--- config.mk ---
export PLATFORM = sky130hd
export DESIGN_NAME = reader_writer_lock_arbiter_unit_flat
export DESIGN_NICKNAME = d
export VERILOG_FILES = /design/src/rtl/rwl_pkg.sv /design/src/rtl/rwl_if.sv /design/src/rtl/rwl_ram.sv /design/src/rtl/rwl_ctrl.sv /design/src/rtl/rwl_dpath.sv /design/src/rtl/reader_writer_lock_arbiter_unit.sv /design/src/flat_wrapper.sv
export SDC_FILE = /design/constraint.sdc
export NUM_CORES = 1
export LEC_CHECK = 0
export BUFFER_PORTS_ARGS = -buffer_cell sky130_fd_sc_hd__buf_4
export CAP_MARGIN = 30
export CORE_MARGIN = 4
export CORE_UTILIZATION = 39
export CTS_BUF_LIST = sky130_fd_sc_hd__clkbuf_4 sky130_fd_sc_hd__clkbuf_8
export DETAILED_ROUTE_END_ITERATION = 10
export GPL_TIMING_DRIVEN = 1
export PLACE_DENSITY = 0.51
export RECOVER_POWER = 25
export SYNTH_ARGS = -nofsm -noshare
export SYNTH_HDL_FRONTEND = slang
export SYNTH_SLANG_ARGS = --single-unit
--- constraint.sdc ---
create_clock -name i_clk -period 4.6 [get_ports i_clk]
set_input_delay 0.46 -clock i_clk [delete_from_list [all_inputs] [get_ports i_clk]]
set_output_delay 0.46 -clock i_clk [all_outputs]
set_load 0.01 [all_outputs]
--- src/rtl/rwl_pkg.sv ---
package rwl_pkg;

    localparam int unsigned DEF_QUEUE_DEPTH = 16;
    localparam int unsigned DEF_MAX_READERS = 255;
    localparam int unsigned RESULT_LIMIT    = 16;
    localparam int unsigned WAKE_W          = $clog2(RESULT_LIMIT + 1);

    localparam int unsigned REQ_W    = 2;
    localparam int unsigned PID_W    = 16;
    localparam int unsigned STATUS_W = 3;
    localparam int unsigned ENTRY_W  = PID_W + 1;

    typedef logic [REQ_W-1:0]    t_req;
    typedef logic [PID_W-1:0]    t_pid;
    typedef logic [STATUS_W-1:0] t_status;

    localparam t_req REQ_OPEN_READ   = 2'd0;
    localparam t_req REQ_OPEN_WRITE  = 2'd1;
    localparam t_req REQ_CLOSE_READ  = 2'd2;
    localparam t_req REQ_CLOSE_WRITE = 2'd3;

    localparam t_status ST_GRANTED = 3'd0;
    localparam t_status ST_QUEUED  = 3'd1;
    localparam t_status ST_FULL    = 3'd2;
    localparam t_status ST_RELEASE = 3'd3;
    localparam t_status ST_WOKEN   = 3'd4;
    localparam t_status ST_BAD     = 3'd5;
    localparam t_status ST_LIMIT   = 3'd6;

    typedef struct packed {
        logic accept;
        logic eval;
        logic take;
        logic fin;
    } t_cmd;

    typedef struct packed {
        logic walk;
        logic take;
        logic take_wr;
        logic out_free;
        logic pend_valid;
    } t_sts;

endpackage

--- src/rtl/rwl_if.sv ---
interface rwl_req_if;
    import rwl_pkg::*;
    logic valid;
    logic ready;
    t_req req_type;
    t_pid pid;
    modport source (output valid, output req_type, output pid, input ready);
    modport sink   (input valid, input req_type, input pid, output ready);
endinterface

interface rwl_res_if;
    import rwl_pkg::*;
    logic    valid;
    logic    ready;
    t_status status;
    t_pid    grant_pid;
    logic    grant_is_write;
    logic    last;
    modport source (output valid, output status, output grant_pid,
                    output grant_is_write, output last, input ready);
    modport sink   (input valid, input status, input grant_pid,
                    input grant_is_write, input last, output ready);
endinterface

--- src/rtl/rwl_ram.sv ---
module rwl_ram #(
    parameter int unsigned WIDTH = 8,
    parameter int unsigned DEPTH = 16
) (
    input  logic                     i_clk,
    input  logic                     i_we,
    input  logic [$clog2(DEPTH)-1:0] i_waddr,
    input  logic [WIDTH-1:0]         i_wdata,
    input  logic [$clog2(DEPTH)-1:0] i_raddr,
    output logic [WIDTH-1:0]         o_rdata
);

    logic [WIDTH-1:0] r_mem [DEPTH];
    logic [WIDTH-1:0] r_rdata;

    always_ff @(posedge i_clk) begin
        if (i_we) begin
            r_mem[i_waddr] <= i_wdata;
        end
        r_rdata <= r_mem[i_raddr];
    end

    assign o_rdata = r_rdata;

endmodule

--- src/rtl/rwl_ctrl.sv ---
module rwl_ctrl (
    input  logic          i_clk,
    input  logic          i_rst_n,
    input  logic          i_in_valid,
    output logic          o_in_ready,
    input  rwl_pkg::t_sts i_sts,
    output rwl_pkg::t_cmd o_cmd
);
    import rwl_pkg::*;

    localparam logic [2:0] S_IDLE = 3'd0;
    localparam logic [2:0] S_EVAL = 3'd1;
    localparam logic [2:0] S_RDQ  = 3'd2;
    localparam logic [2:0] S_EXAM = 3'd3;
    localparam logic [2:0] S_FIN  = 3'd4;

    logic [2:0] r_state;
    logic [2:0] n_state;

    always_comb begin
        n_state = r_state;
        o_cmd   = '0;
        case (r_state)
            S_IDLE: begin
                if (i_in_valid) begin
                    o_cmd.accept = 1'b1;
                    n_state      = S_EVAL;
                end
            end
            S_EVAL: begin
                if (i_sts.out_free) begin
                    o_cmd.eval = 1'b1;
                    n_state    = i_sts.walk ? S_RDQ : S_IDLE;
                end
            end
            S_RDQ: begin
                n_state = S_EXAM;
            end
            S_EXAM: begin
                if (i_sts.take) begin
                    if (!i_sts.pend_valid || i_sts.out_free) begin
                        o_cmd.take = 1'b1;
                        n_state    = i_sts.take_wr ? S_FIN : S_RDQ;
                    end
                end else begin
                    n_state = S_FIN;
                end
            end
            S_FIN: begin
                if (i_sts.out_free) begin
                    o_cmd.fin = 1'b1;
                    n_state   = S_IDLE;
                end
            end
            default: begin
                n_state = S_IDLE;
            end
        endcase
    end

    assign o_in_ready = (r_state == S_IDLE);

    always_ff @(posedge i_clk) begin
        if (!i_rst_n) begin
            r_state <= S_IDLE;
        end else begin
            r_state <= n_state;
        end
    end

endmodule

--- src/rtl/rwl_dpath.sv ---
module rwl_dpath #(
    parameter int unsigned QUEUE_DEPTH = rwl_pkg::DEF_QUEUE_DEPTH,
    parameter int unsigned MAX_READERS = rwl_pkg::DEF_MAX_READERS
) (
    input  logic             i_clk,
    input  logic             i_rst_n,
    input  rwl_pkg::t_cmd    i_cmd,
    output rwl_pkg::t_sts    o_sts,
    input  rwl_pkg::t_req    i_req_type,
    input  rwl_pkg::t_pid    i_pid,
    output logic             o_valid,
    input  logic             i_ready,
    output rwl_pkg::t_status o_status,
    output rwl_pkg::t_pid    o_grant_pid,
    output logic             o_grant_is_write,
    output logic             o_last
);
    import rwl_pkg::*;

    localparam int unsigned QW  = $clog2(QUEUE_DEPTH);
    localparam int unsigned CW  = $clog2(QUEUE_DEPTH + 1);
    localparam int unsigned RCW = $clog2(MAX_READERS + 1);

    t_req               r_req;
    t_pid               r_pid;
    logic               r_wh,     n_wh;
    logic [RCW-1:0]     r_rc,     n_rc;
    logic [QW-1:0]      r_head,   n_head;
    logic [QW-1:0]      r_tail,   n_tail;
    logic [CW-1:0]      r_cnt,    n_cnt;
    logic [WAKE_W-1:0]  r_nwk,    n_nwk;
    logic               r_pend_v, n_pend_v;
    t_pid               r_pend_pid, n_pend_pid;
    logic               r_pend_w,   n_pend_w;
    logic               r_ovalid, n_ovalid;
    t_status            r_ost,    n_ost;
    t_pid               r_opid,   n_opid;
    logic               r_ow,     n_ow;
    logic               r_olast,  n_olast;

    logic               ram_we;
    logic [ENTRY_W-1:0] ram_wdata;
    logic [ENTRY_W-1:0] ram_rdata;
    logic               out_free;
    logic               q_full;
    logic               e_mode;
    t_pid               e_pid;
    logic               take_ok;
    logic               eval_walk;

    rwl_ram #(
        .WIDTH (ENTRY_W),
        .DEPTH (QUEUE_DEPTH)
    ) u_queue (
        .i_clk   (i_clk),
        .i_we    (ram_we),
        .i_waddr (r_tail),
        .i_wdata (ram_wdata),
        .i_raddr (r_head),
        .o_rdata (ram_rdata)
    );

    assign out_free = !r_ovalid || i_ready;
    assign q_full   = (r_cnt == CW'(QUEUE_DEPTH));
    assign e_mode   = ram_rdata[PID_W];
    assign e_pid    = ram_rdata[PID_W-1:0];

    always_comb begin
        take_ok = 1'b0;
        if (r_cnt != '0 && r_nwk < WAKE_W'(RESULT_LIMIT)) begin
            if (e_mode) begin
                take_ok = (r_nwk == '0) && !r_wh && (r_rc == '0);
            end else begin
                take_ok = !r_wh && (r_rc < RCW'(MAX_READERS));
            end
        end
    end

    always_comb begin
        eval_walk = 1'b0;
        case (r_req)
            REQ_CLOSE_READ:  eval_walk = (r_rc == RCW'(1)) && !r_wh;
            REQ_CLOSE_WRITE: eval_walk = r_wh && (r_rc == '0);
            default:         eval_walk = 1'b0;
        endcase
    end

    always_comb begin
        n_wh       = r_wh;
        n_rc       = r_rc;
        n_head     = r_head;
        n_tail     = r_tail;
        n_cnt      = r_cnt;
        n_nwk      = r_nwk;
        n_pend_v   = r_pend_v;
        n_pend_pid = r_pend_pid;
        n_pend_w   = r_pend_w;
        n_ovalid   = r_ovalid && !i_ready;
        n_ost      = r_ost;
        n_opid     = r_opid;
        n_ow       = r_ow;
        n_olast    = r_olast;
        ram_we     = 1'b0;
        ram_wdata  = {r_req == REQ_OPEN_WRITE, r_pid};

        if (i_cmd.eval) begin
            n_nwk    = '0;
            n_pend_v = 1'b0;
            n_opid   = r_pid;
            n_ow     = 1'b0;
            n_olast  = 1'b1;
            n_ovalid = !eval_walk;
            case (r_req)
                REQ_OPEN_READ: begin
                    if (r_wh) begin
                        n_ost = q_full ? ST_FULL : ST_QUEUED;
                        ram_we = !q_full;
                    end else if (r_rc >= RCW'(MAX_READERS)) begin
                        n_ost = ST_LIMIT;
                    end else begin
                        n_rc  = r_rc + RCW'(1);
                        n_ost = ST_GRANTED;
                    end
                end
                REQ_OPEN_WRITE: begin
                    n_ow = 1'b1;
                    if (r_wh || r_rc != '0) begin
                        n_ost = q_full ? ST_FULL : ST_QUEUED;
                        ram_we = !q_full;
                    end else begin
                        n_wh  = 1'b1;
                        n_ost = ST_GRANTED;
                    end
                end
                REQ_CLOSE_READ: begin
                    if (r_rc == '0) begin
                        n_ost = ST_BAD;
                    end else begin
                        n_rc  = r_rc - RCW'(1);
                        n_ost = ST_RELEASE;
                    end
                end
                default: begin
                    if (!r_wh) begin
                        n_ost = ST_BAD;
                    end else begin
                        n_wh  = 1'b0;
                        n_ost = ST_RELEASE;
                    end
                end
            endcase
            if (ram_we) begin
                n_tail = (r_tail == QW'(QUEUE_DEPTH - 1)) ? '0 : r_tail + QW'(1);
                n_cnt  = r_cnt + CW'(1);
            end
        end

        if (i_cmd.take) begin
            if (r_pend_v) begin
                n_ovalid = 1'b1;
                n_ost    = ST_WOKEN;
                n_opid   = r_pend_pid;
                n_ow     = r_pend_w;
                n_olast  = 1'b0;
            end
            n_pend_v   = 1'b1;
            n_pend_pid = e_pid;
            n_pend_w   = e_mode;
            n_head     = (r_head == QW'(QUEUE_DEPTH - 1)) ? '0 : r_head + QW'(1);
            n_cnt      = r_cnt - CW'(1);
            n_nwk      = r_nwk + WAKE_W'(1);
            if (e_mode) begin
                n_wh = 1'b1;
            end else begin
                n_rc = r_rc + RCW'(1);
            end
        end

        if (i_cmd.fin) begin
            n_ovalid = 1'b1;
            n_olast  = 1'b1;
            n_pend_v = 1'b0;
            if (r_pend_v) begin
                n_ost  = ST_WOKEN;
                n_opid = r_pend_pid;
                n_ow   = r_pend_w;
            end else begin
                n_ost  = ST_RELEASE;
                n_opid = r_pid;
                n_ow   = 1'b0;
            end
        end
    end

    always_ff @(posedge i_clk) begin
        if (i_cmd.accept) begin
            r_req <= i_req_type;
            r_pid <= i_pid;
        end
        r_nwk      <= n_nwk;
        r_pend_pid <= n_pend_pid;
        r_pend_w   <= n_pend_w;
        r_ost      <= n_ost;
        r_opid     <= n_opid;
        r_ow       <= n_ow;
        r_olast    <= n_olast;
    end

    always_ff @(posedge i_clk) begin
        if (!i_rst_n) begin
            r_wh     <= 1'b0;
            r_rc     <= '0;
            r_head   <= '0;
            r_tail   <= '0;
            r_cnt    <= '0;
            r_pend_v <= 1'b0;
            r_ovalid <= 1'b0;
        end else begin
            r_wh     <= n_wh;
            r_rc     <= n_rc;
            r_head   <= n_head;
            r_tail   <= n_tail;
            r_cnt    <= n_cnt;
            r_pend_v <= n_pend_v;
            r_ovalid <= n_ovalid;
        end
    end

    assign o_sts.walk       = eval_walk;
    assign o_sts.take       = take_ok;
    assign o_sts.take_wr    = e_mode;
    assign o_sts.out_free   = out_free;
    assign o_sts.pend_valid = r_pend_v;

    assign o_valid          = r_ovalid;
    assign o_status         = r_ost;
    assign o_grant_pid      = r_opid;
    assign o_grant_is_write = r_ow;
    assign o_last           = r_olast;

endmodule

--- src/rtl/reader_writer_lock_arbiter_unit.sv ---
// A request with no queue walk yields a single result, registered from its evaluation step.
// A release walk visits each queue entry it examines with a registered queue RAM read (RDQ)
// followed by an examination (EXAM); it ends after a woken writer or when no entry can be taken.
// Only one request is handled at a time: a new request is accepted only once the previous one,
// including its walk, has finished; output stalls hold the evaluation, the walk and the result.
// Reset (synchronous, active low) clears lock state, queue pointers and output valid, not the RAM.
module reader_writer_lock_arbiter_unit #(
    parameter int unsigned QUEUE_DEPTH = rwl_pkg::DEF_QUEUE_DEPTH,
    parameter int unsigned MAX_READERS = rwl_pkg::DEF_MAX_READERS
) (
    input  logic      i_clk,
    input  logic      i_rst_n,
    rwl_req_if.sink   i_req,
    rwl_res_if.source o_res
);
    import rwl_pkg::*;

    t_cmd cmd;
    t_sts sts;

    rwl_ctrl u_ctrl (
        .i_clk      (i_clk),
        .i_rst_n    (i_rst_n),
        .i_in_valid (i_req.valid),
        .o_in_ready (i_req.ready),
        .i_sts      (sts),
        .o_cmd      (cmd)
    );

    rwl_dpath #(
        .QUEUE_DEPTH (QUEUE_DEPTH),
        .MAX_READERS (MAX_READERS)
    ) u_dpath (
        .i_clk            (i_clk),
        .i_rst_n          (i_rst_n),
        .i_cmd            (cmd),
        .o_sts            (sts),
        .i_req_type       (i_req.req_type),
        .i_pid            (i_req.pid),
        .o_valid          (o_res.valid),
        .i_ready          (o_res.ready),
        .o_status         (o_res.status),
        .o_grant_pid      (o_res.grant_pid),
        .o_grant_is_write (o_res.grant_is_write),
        .o_last           (o_res.last)
    );

endmodule

--- src/flat_wrapper.sv ---
// flat-port wrapper written by rule: the top's interface ports become plain ports
module reader_writer_lock_arbiter_unit_flat import rwl_pkg::*;
#(
    parameter int unsigned QUEUE_DEPTH = rwl_pkg::DEF_QUEUE_DEPTH,
    parameter int unsigned MAX_READERS = rwl_pkg::DEF_MAX_READERS
)
  (i_clk, i_rst_n, i_req_valid, i_req_req_type, i_req_pid, i_req_ready, o_res_valid, o_res_status, o_res_grant_pid, o_res_grant_is_write, o_res_last, o_res_ready);
  rwl_req_if i_req_i ();
  rwl_res_if o_res_i ();
  input  logic i_clk;
  input  logic i_rst_n;
  input wire logic [$bits(i_req_i.valid)-1:0] i_req_valid;
  input wire logic [$bits(i_req_i.req_type)-1:0] i_req_req_type;
  input wire logic [$bits(i_req_i.pid)-1:0] i_req_pid;
  output wire logic [$bits(i_req_i.ready)-1:0] i_req_ready;
  output wire logic [$bits(o_res_i.valid)-1:0] o_res_valid;
  output wire logic [$bits(o_res_i.status)-1:0] o_res_status;
  output wire logic [$bits(o_res_i.grant_pid)-1:0] o_res_grant_pid;
  output wire logic [$bits(o_res_i.grant_is_write)-1:0] o_res_grant_is_write;
  output wire logic [$bits(o_res_i.last)-1:0] o_res_last;
  input wire logic [$bits(o_res_i.ready)-1:0] o_res_ready;
  assign i_req_i.valid = i_req_valid;
  assign i_req_i.req_type = i_req_req_type;
  assign i_req_i.pid = i_req_pid;
  assign i_req_ready = i_req_i.ready;
  assign o_res_valid = o_res_i.valid;
  assign o_res_status = o_res_i.status;
  assign o_res_grant_pid = o_res_i.grant_pid;
  assign o_res_grant_is_write = o_res_i.grant_is_write;
  assign o_res_last = o_res_i.last;
  assign o_res_i.ready = o_res_ready;
  reader_writer_lock_arbiter_unit #(.QUEUE_DEPTH(QUEUE_DEPTH), .MAX_READERS(MAX_READERS)) u_core (.i_clk(i_clk), .i_rst_n(i_rst_n), .i_req(i_req_i), .o_res(o_res_i));
endmodule
Word level (Yosys, flattened, before mapping)

Memory sizes are Yosys's and may differ from the RTL's. A register that Yosys moved wholly into a read port is not among the register bits.
Cells that the tools add are included.

Bits in latches: 0
Flip-flop bits (word level): 88
Output and inout port bits: 23
Bits in writable memories: 272
Memory bits (read-only): 0
Memories: 1

Reduce and logical (&&, ||, !) cells: 29
Shift-type cells: 0
Equal/unequal tests: 15
Multiply operators: 0
Bitwise operators: 1
Add/sub/neg operators: 7
$lt $le $gt $ge: 3
Div/mod/pow operators: 0
Mux-type cells: 77

Memories:

| memory                       | depth | bits a word | rd ports | clocked after Yosys merged registers in | write ports | RTL line      | source |
|---|---|---|---|---|---|---|---|
| u_core.u_dpath.u_queue.r_mem | 16    | 17          | 1        | 1                                       | 1           | rwl_ram.sv:13 | `logic [WIDTH-1:0] r_mem [DEPTH];` |

Operator list:

| operator            | count |
|---|---|
| $mux 16             | 5 |
| $mux 8              | 6 |
| $mux 3              | 15 |
| $mux 1              | 35 |
| $mux 5              | 5 |
| $pmux 8 s2          | 1 |
| $pmux 3 s5          | 1 |
| $add 5x1->5 const B | 2 |
| $pmux 3 s3          | 1 |
| $add 4x1->4 const B | 2 |
| $add 8x1->8 const B | 1 |
| $eq 4x4->1 const B  | 2 |
| $eq 8x1->1 const B  | 1 |
| $ge 8x8->1 const B  | 1 |
| $logic_not 8->1     | 1 |
| $lt 8x8->1 const B  | 1 |
| $mux 4              | 2 |
| $reduce_bool 8->1   | 1 |
| $sub 8x1->8 const B | 1 |
| $logic_and 1x1->1   | 7 |
| $eq 3x2->1 const B  | 2 |
| $logic_not 1->1     | 6 |
| $mux 2              | 3 |
| $ne 2x2->1 const B  | 3 |
| 19 further kinds    | 27 |

Logic depth before layout (Yosys ltp)

Gate-level depths: netlist (run 1).

Depth after elaboration: 9
Gate-level depth with buffers: 15
Depth with buffers taken out: 13

Hierarchy

From an unflattened synthesis (run 1), not the netlist that was laid out.

Cell total of the unflattened synthesis: 923
Area, all modules: 15,172.1 µm²

Modules (own cells, without submodules):

| module    | cells an instance | area each (µm²) | instances | seq. area each (µm²) |
|---|---|---|---|---|
| rwl_ram   | 458               | 10,637.7        | 1         | 8,508.2 |
| rwl_dpath | 436               | 4,294.1         | 1         | 2,102.0 |
| rwl_ctrl  | 29                | 240.2           | 1         | 60.1 |

Least setup slack after synthesis (run 1)

No wires, ideal clock.

Path kind: reg-to-reg
Start: register u_core.u_dpath.r_rc[0]
End: memory u_core.u_dpath.u_queue.r_mem[3][0] (netlist name), enable pin
Data arrival time: 2.886 ns
Slack: 1.301 ns
Library setup time: 0.412 ns
Stages on the path, launching flop included: 9
Data required time: 4.188 ns
Path through: dfxtp_1 -> inv_1 -> ha_1 -> nor3b_1 -> a21oi_1 -> o211a_1 -> clkbuf_1 -> nand2_1 -> nor3_1

Cells in the longest elaborated chain, start to end: 8

RTL lines:

| what                         | RTL line         | source |
|---|---|---|
| start: declaration           | rwl_dpath.sv:27  | `logic [RCW-1:0] r_rc, n_rc;` |
| start signal: assignment     | rwl_dpath.sv:220 | `r_rc <= n_rc;` |
| $reduce_bool 8->1            | rwl_dpath.sv:127 | `if (r_wh \|\| r_rc != '0) begin` |
| $logic_or 1x1->1             | rwl_dpath.sv:127 |  |
| $mux 1                       | rwl_dpath.sv:127 |  |
| $pmux 1 s2                   | rwl_dpath.sv:113 | `case (r_req)` |
| $mux 1 (2 in series)         | rwl_dpath.sv:106 | `if (i_cmd.eval) begin` |
| $mux 1                       | rwl_ram.sv:17    | `if (i_we) begin` |
| $mux 1 (implied by the code) | rwl_ram.sv:18    | `r_mem[i_waddr] <= i_wdata;` |
| end: declaration             | rwl_ram.sv:13    |  |

Every way passes these cells. The select of a mux whose other input is x is not followed.

Worst setup path after layout (run 1)

Start: register u_core.u_dpath.r_rc[0]
End: register u_core.u_dpath.r_cnt[4]

Cells in the longest elaborated chain, start to end: 8
Elaborated cells on any way between the ends: 17
Those cells by class: order compare (1); mux (8); reduce/logical (8)

RTL lines:

| what                                          | RTL line                         | source |
|---|---|---|
| $lt 8x8->1 or $logic_not 8->1 (tied branches) | rwl_dpath.sv:74, rwl_dpath.sv:72 |  |
| $logic_and 1x1->1 (on tied branches)          | rwl_dpath.sv:74, rwl_dpath.sv:72 |  |
| $mux 1                                        | rwl_dpath.sv:71                  | `if (e_mode) begin` |
| $mux 1                                        | rwl_dpath.sv:70                  | `if (r_cnt != '0 && r_nwk < WAKE_W'(RESULT_LIMIT)) begin` |
| $mux 1                                        | rwl_ctrl.sv:40                   | `if (i_sts.take) begin` |
| $mux 1                                        | rwl_ctrl.sv:23                   | `case (r_state)` |
| $reduce_bool 2->1 (no line)                   | --                               |  |
| $reduce_and 2->1 (no line)                    | --                               |  |
| end signal: assignment                        | rwl_dpath.sv:223                 | `r_cnt <= n_cnt;` |
| end: declaration                              | rwl_dpath.sv:30                  | `logic [CW-1:0] r_cnt, n_cnt;` |

Parallel ways exist; a longest one is shown, timed or not. The select of a mux whose other input is x is not followed.
A chain may end at the register's enable or synchronous reset.

==> results_dict.tcl, run 1 <==
set metrics [dict create \
    status "complete, no violations" \
    wl_um 35600 \
    track_usage_pct 17.3 \
    yosys.area.top_type_share_pct 61.6 \
    fin_crit_ns 3.61 \
    cap_violations 0 \
    final_util_pct 46.2 \
    cp_max_fo 28 \
    cp.arrival_ns 4.10 \
    synth-edff-count 312 \
    drtIter0Drc 504 \
    crit_family "simple AND/OR/NAND/NOR gates" \
    fp.dieH_um 205 \
    syn_nets 927 \
    place_congestion 0.800 \
    finalCritPeriodShare_pct 78.5 \
    clock_path_buffers 3 \
    synthArstFlopShare_pct 0 \
    ys_warn_count 0 \
    htree_num_levels 3 \
    drc 0 \
    vdd_ir_drop_max_uv 178 \
    clock_latency_ns 0.61 \
    power_leakage_nw 5.94 \
    syn2layout_area_growth_pct 17.1 \
    synth_common_cells "edfxtp_1 (312), mux4_2 (85), dfxtp_1 (65), nor2_1 (58), clkbuf_1 (37)" \
    crit_path_end_kind "register" \
    clockRootBuffer "clkbuf_8" \
    first_pass_iters 4 \
    seq_area_frac_synth_pct 70.2 \
    overflow 0 \
    cpPeakStageDelay_ns 0.51 \
    crit_type "register to register" \
    cts_tree "built" \
    postSynthAreaPerCell_sq_um 17.1 \
    worstHoldStart "i_rst_n" \
    worst_pin_slew_ns 0.967 \
    num_rows 72 \
    fin_skew_ns 0.0334 \
    wl_per_cell_um 22.6 \
    ys_ff_latch 377 \
    ant_nets 0 \
    grt_pass1_wl_um 53800 \
    synth_cell_types 65 \
    start_util_pct 39.4 \
    final_nets 1037 \
    drv_slew 0 \
    r2r_slack_ns 0.99 \
    port_buffers 44 \
    p_per_area_nw_per_um2 404 \
    numCtsBuffers 66 \
    drive_gt1_share_pct 30.5 \
    dpl-instance-area_sq_um 16300 \
    ys.flop_type "edfxtp_1" \
    r2r_start "u_core.u_dpath.r_rc[0]$_SDFF_PN0_" \
    fmax_ghz 0.277 \
    cp-start-kind "register" \
    fin_area_sq_um 17800 \
    crit_required_ns 5.09 \
    die_x_um 205 \
    max_slew_margin_pct 35.4 \
    hold_class "input pin to register" \
    finalSetupViolations 0 \
    synthCells 891 \
    slowest_stage "nor3b_1" \
    via_per_inst 5.30 \
    layout_setup_ws_ns 0.990 \
    grt_setup_unrepaired "no" \
    grt_max_degree 52 \
    worst-path-buf-inv 3 \
    postCtsSetupBuffers 0 \
    synthTopCellsByArea "edfxtp_1 (62%), mux4_2 (13%), dfxtp_1 (8.6%), nor2_1 (1.4%), mux2i_1 (1.4%)" \
    diodes 0 \
    antenna_found_initial 0 \
    io_pins 45 \
    hpwl_um 20800 \
    die_area_sq_um 42200 \
    fillCellCount 3406 \
    grt_pass1_vias 8473 \
    path_clk_slew_ns 0.06 \
    fin_setup_tns_ns 0 \
    clkSinkCount 377 \
    vias 8324 \
    synth.most_common_cell "edfxtp_1" \
    core_sq_um 38600 \
    critPathLaunch "u_core.u_dpath.r_rc[0]$_SDFF_PN0_" \
    post-place-ws_ns 0.978 \
    finalHoldViolCount 0 \
    synth.cell_area_sq_um 15200 \
    whs_ns 0.261 \
    yosysTopAreaCell "edfxtp_1" \
    path_cells "inv_1, ha_1, nor3b_1, a41oi_1, or4_1, buf_4, inv_1, ha_1, a21o_1, a21o_1, a31oi_1, o22ai_1, xnor2_1, and2_1" \
]
through the flow:
| stage | power (mW) | instances |
|---|---|---|
| 2_1_floorplan | 4.03 | 891 |
| 3_3_place_gp | 4.15 | 1431 |
| 3_5_place_dp | 4.15 | 1433 |
| 4_1_cts | 7.30 | 1571 |
| 5_1_grt | 7.51 | 1571 |
| 6_report | 7.18 | 1571 |
cell usage in the layout, fill, tap and decap left out, types with 14 or more instances in the layout:
master         synthesis  routed
a21oi_1               36      36
buf_4                  1      57
clkbuf_4               0      44
clkbuf_8               0      74
dfxtp_1               65      63
dlygate4sd3_1          0      18
edfxtp_1             312     312
ha_1                  14      14
mux2i_1               21      21
mux4_2                85      85
nand2_1               32      32
nand3_1               27      26
nor2_1                58      46
o21ai_0               18      18
o221a_2               16      16
timing repair:
item | 4_1_cts | 5_1_grt
endpoints found under the hold margin | 18 | 0
hold buffers | 18 | 0
gates resized for setup | 0 | 0
worst register-to-register path, cell delays in order (launching register included):
cell     delay [ns]
dfxtp_1        0.36
inv_1          0.11
ha_1           0.24
nor3b_1        0.51
a41oi_1        0.26
or4_1          0.44
buf_4          0.27
inv_1          0.16
ha_1           0.26
a21o_1         0.17
a21o_1         0.18
a31oi_1        0.13
o22ai_1        0.11
xnor2_1        0.14
and2_1         0.15
sequential cells by signal, summed over array words and instances, names as in the netlist, 2 cells and up:
register,cells
u_core.u_dpath.r_req,2
u_core.u_dpath.r_nwk,5
u_core.u_dpath.r_cnt,5
u_core.u_dpath.u_queue.o_rdata,17
u_core.u_dpath.u_queue.r_mem,272
u_core.u_ctrl.r_state,3
u_core.u_dpath.r_tail,4
u_core.u_dpath.r_pid,16
u_core.u_dpath.r_head,4
u_core.u_dpath.o_grant_pid,16
u_core.u_dpath.r_pend_pid,16
u_core.u_dpath.o_status,3
u_core.u_dpath.r_rc,8
power by group:
group	internal, mW	switching (mW)	leakage (nW)
clock	1.75	1.35	0.716
combinational	0.123	0.140	1.87
sequential	3.74	0.0766	3.35
area by class of cell:
type | instances | area, sq um | area share, %
Sequential cell | 377 | 10700 | 60.0
Multi-Input combinational cell | 448 | 4300 | 24.2
Clock buffer | 100 | 1210 | 6.82
Timing Repair Buffer | 95 | 768 | 4.32
Tap cell | 518 | 648 | 3.64
Clock inverter | 20 | 131 | 0.738
Inverter | 13 | 53.8 | 0.302
kinds of logic after synthesis:
logic type | synth area share (%)
flops | 70.2
simple gates | 6.53
fa+ha+maj | 1.15
xor+xnor | 0.691
buf+inv | 1.90
compound gates | 5.49
mux | 14.0
worst paths after layout:
check                                      endpoint  depth (start not counted)
max            u_core.u_dpath.r_cnt[4]$_SDFFE_PN0P_                         14
min               u_core.u_dpath.r_rc[7]$_SDFF_PN0_                          2
max reg2reg    u_core.u_dpath.r_cnt[4]$_SDFFE_PN0P_                         14
min reg2reg  u_core.u_dpath.r_pend_pid[4]$_DFFE_PP_                          0
metal layers:
metal	share of wire [%]	track usage (%)
met1	46	23.9
met2	47	27.4
met3	4.9	4.05
met4	2.3	5.45
met5	0	0
(Power assumes the default switching activity.)
==> run 2, diff against run 1 <==
- PLACE_DENSITY: 0.51 -> 0.53
- clock period: 4.6 -> 3.2 ns (I/O delays scaled with it)
==> run 2 against run 1 <==
- clock skew decreased by 0.012 ns
- register-to-register slack got worse by 0.72 ns
- routed wire length is 0.53% lower
- final area is 1.2% higher
- critical path type unchanged
- critical endpoint unchanged
- largest power group unchanged
- cell count grew 1.6%
- worst hold slack lost 0.15 ns
==> results_dict.tcl, run 2 (synthesis gave the netlist of run 1 again) <==
set metrics [dict create \
    largest_reg_flops 272 \
    final_nets 1062 \
    dp.cells 1463 \
    ff2ff_path_depth 12 \
    num_rows 72 \
    whs_ns 0.111 \
    drc 0 \
    status "complete, no violations" \
    largest-register "u_core.u_dpath.u_queue.r_mem" \
    clockRootBuffer "clkbuf_8" \
    fin_skew_ns 0.0218 \
    wl_um 35400 \
    path_clk_slew_ns 0.06 \
    grt_pass1_wl_um 53700 \
    p_per_area_nw_per_um2 563 \
    fin_cells 1596 \
    finalSetupViolations 0 \
    layout_setup_ws_ns 0.273 \
    htree_num_levels 2 \
    dpl-instance-area_sq_um 16600 \
    diodes 0 \
    antenna_found_initial 0 \
    vias 8345 \
    switchingPower_mw 2.20 \
    grt_max_degree 52 \
    clkSinkCount 377 \
    whs_path_depth 2 \
    fin_area_sq_um 18000 \
    fin_setup_tns_ns 0 \
    postCtsSetupBuffers 0 \
    syn2layout_area_growth_pct 18.5 \
    power.share.clock_pct 41.8 \
    fp.dieH_um 205 \
    hpwl_um 21100 \
    grt_pass1_vias 8716 \
    power_leakage_nw 6.04 \
    cp.arrival_ns 3.45 \
    core_sq_um 38600 \
    drive_gt1_share_pct 31.6 \
    port_buffers 44 \
    final_util_pct 46.7 \
    clock_latency_ns 0.63 \
    worst_pin_slew_ns 0.899 \
    die_x_um 205 \
    p_comb_share_pct 4.3 \
    place_congestion 0.826 \
    clock_path_buffers 3 \
    power_mw 10.1 \
    fmax_ghz 0.342 \
    finalHoldViolCount 0 \
    seq_power_share_pct 53.9 \
    ctsResizeCount 0 \
    io_pins 45 \
    start_util_pct 39.4 \
    cp-start-kind "register" \
    finalCritPeriodShare_pct 91.5 \
    cts_tree "built" \
    final_common_cell "edfxtp_1" \
    most-common-layout-cells "edfxtp_1 (312), mux4_2 (85), buf_4 (82), clkbuf_8 (67), dfxtp_1 (62)" \
    ant_nets 0 \
    fin_crit_ns 2.93 \
    swShare_pct 21.7 \
    numCtsBuffers 61 \
    max_slew_margin_pct 40.1 \
    drtIter0Drc 571 \
    internal-power_mw 7.94 \
    post-place-ws_ns 0.279 \
    crit_required_ns 3.72 \
    crit_path_end_kind "register" \
    hold_class "input pin to register" \
    grt_setup_unrepaired "no" \
    first_pass_iters 4 \
    track_usage_pct 17.1 \
    via_per_inst 5.23 \
    overflow 0 \
    die_area_sq_um 42200 \
    drv_slew 0 \
    cap_violations 0 \
    cp_max_fo 7 \
    wl_per_cell_um 22.2 \
    crit_type "register to register" \
    vdd_ir_drop_max_uv 325 \
]
## run 2: changes by cell type in the layout (fill, tap and decap cells not counted), moves of 4 or more
| cell | previous run | this run |
|---|---|---|
| clkbuf_8 | 74 | 67 |
| nor3_4 | 0 | 4 |
| nor3_2 | 5 | 1 |
| buf_4 | 57 | 82 |
| clkinv_1 | 8 | 13 |
| buf_12 | 1 | 5 |
## run 2: area by class of cell
type                       instances  area [sq um]
clock buffer                      91          1100
timing repair buffer             125          1040
sequential                       377         10700
inverter                          13          53.8
clock inverter                    24           158
multi-input combinational        448          4330
tap                              518           648
fill                            3373         20500
## run 2: power groups by stage
| stage | combinational, mW | sequential [mW] | clock (mW) |
|---|---|---|---|
| floorplan | 0.249 | 5.55 | 0 |
| global placement | 0.420 | 5.57 | 0 |
| detailed placement | 0.419 | 5.57 | 0 |
| CTS | 0.439 | 5.47 | 4.38 |
| global route | 0.478 | 5.48 | 4.61 |
| finish | 0.433 | 5.47 | 4.25 |
## run 2: final timing paths
| check | startpoint | endpoint | slack [ns] |
|---|---|---|---|
| hold / removal | i_rst_n | u_core.u_dpath.r_rc[7]$_SDFF_PN0_ | 0.11 |
| hold reg to reg | u_core.u_dpath.u_queue.o_rdata[13]$_DFF_P_ | u_core.u_dpath.r_pend_pid[13]$_DFFE_PP_ | 0.39 |
| setup reg to reg | u_core.u_dpath.r_rc[0]$_SDFF_PN0_ | u_core.u_dpath.r_cnt[4]$_SDFFE_PN0P_ | 0.27 |
| setup / recovery | u_core.u_dpath.r_rc[0]$_SDFF_PN0_ | u_core.u_dpath.r_cnt[4]$_SDFFE_PN0P_ | 0.27 |
## run 2: critical path, stage by stage (launching register included)
cell	delay, ns
dfxtp_1	0.37
ha_1	0.23
and4_1	0.19
and3_1	0.22
or4_1	0.54
inv_1	0.13
ha_1	0.27
a21o_1	0.17
a21o_1	0.18
a31oi_1	0.14
o22ai_1	0.11
xnor2_1	0.13
and2_1	0.15
## run 2: per-layer routing
metal  vias up  wire, um  global-route usage, %
met3        44      1540                   2.79
met1      4270     16300                   24.2
met4         0       582                   5.19
met2       181     16900                   27.4
li1       3850         -                      -
met5         -         0                      0
## run 2: timing repair
action,CTS,global route
hold buffers,18,0
endpoints found under the setup margin,0,0
hold endpoints to repair,18,0
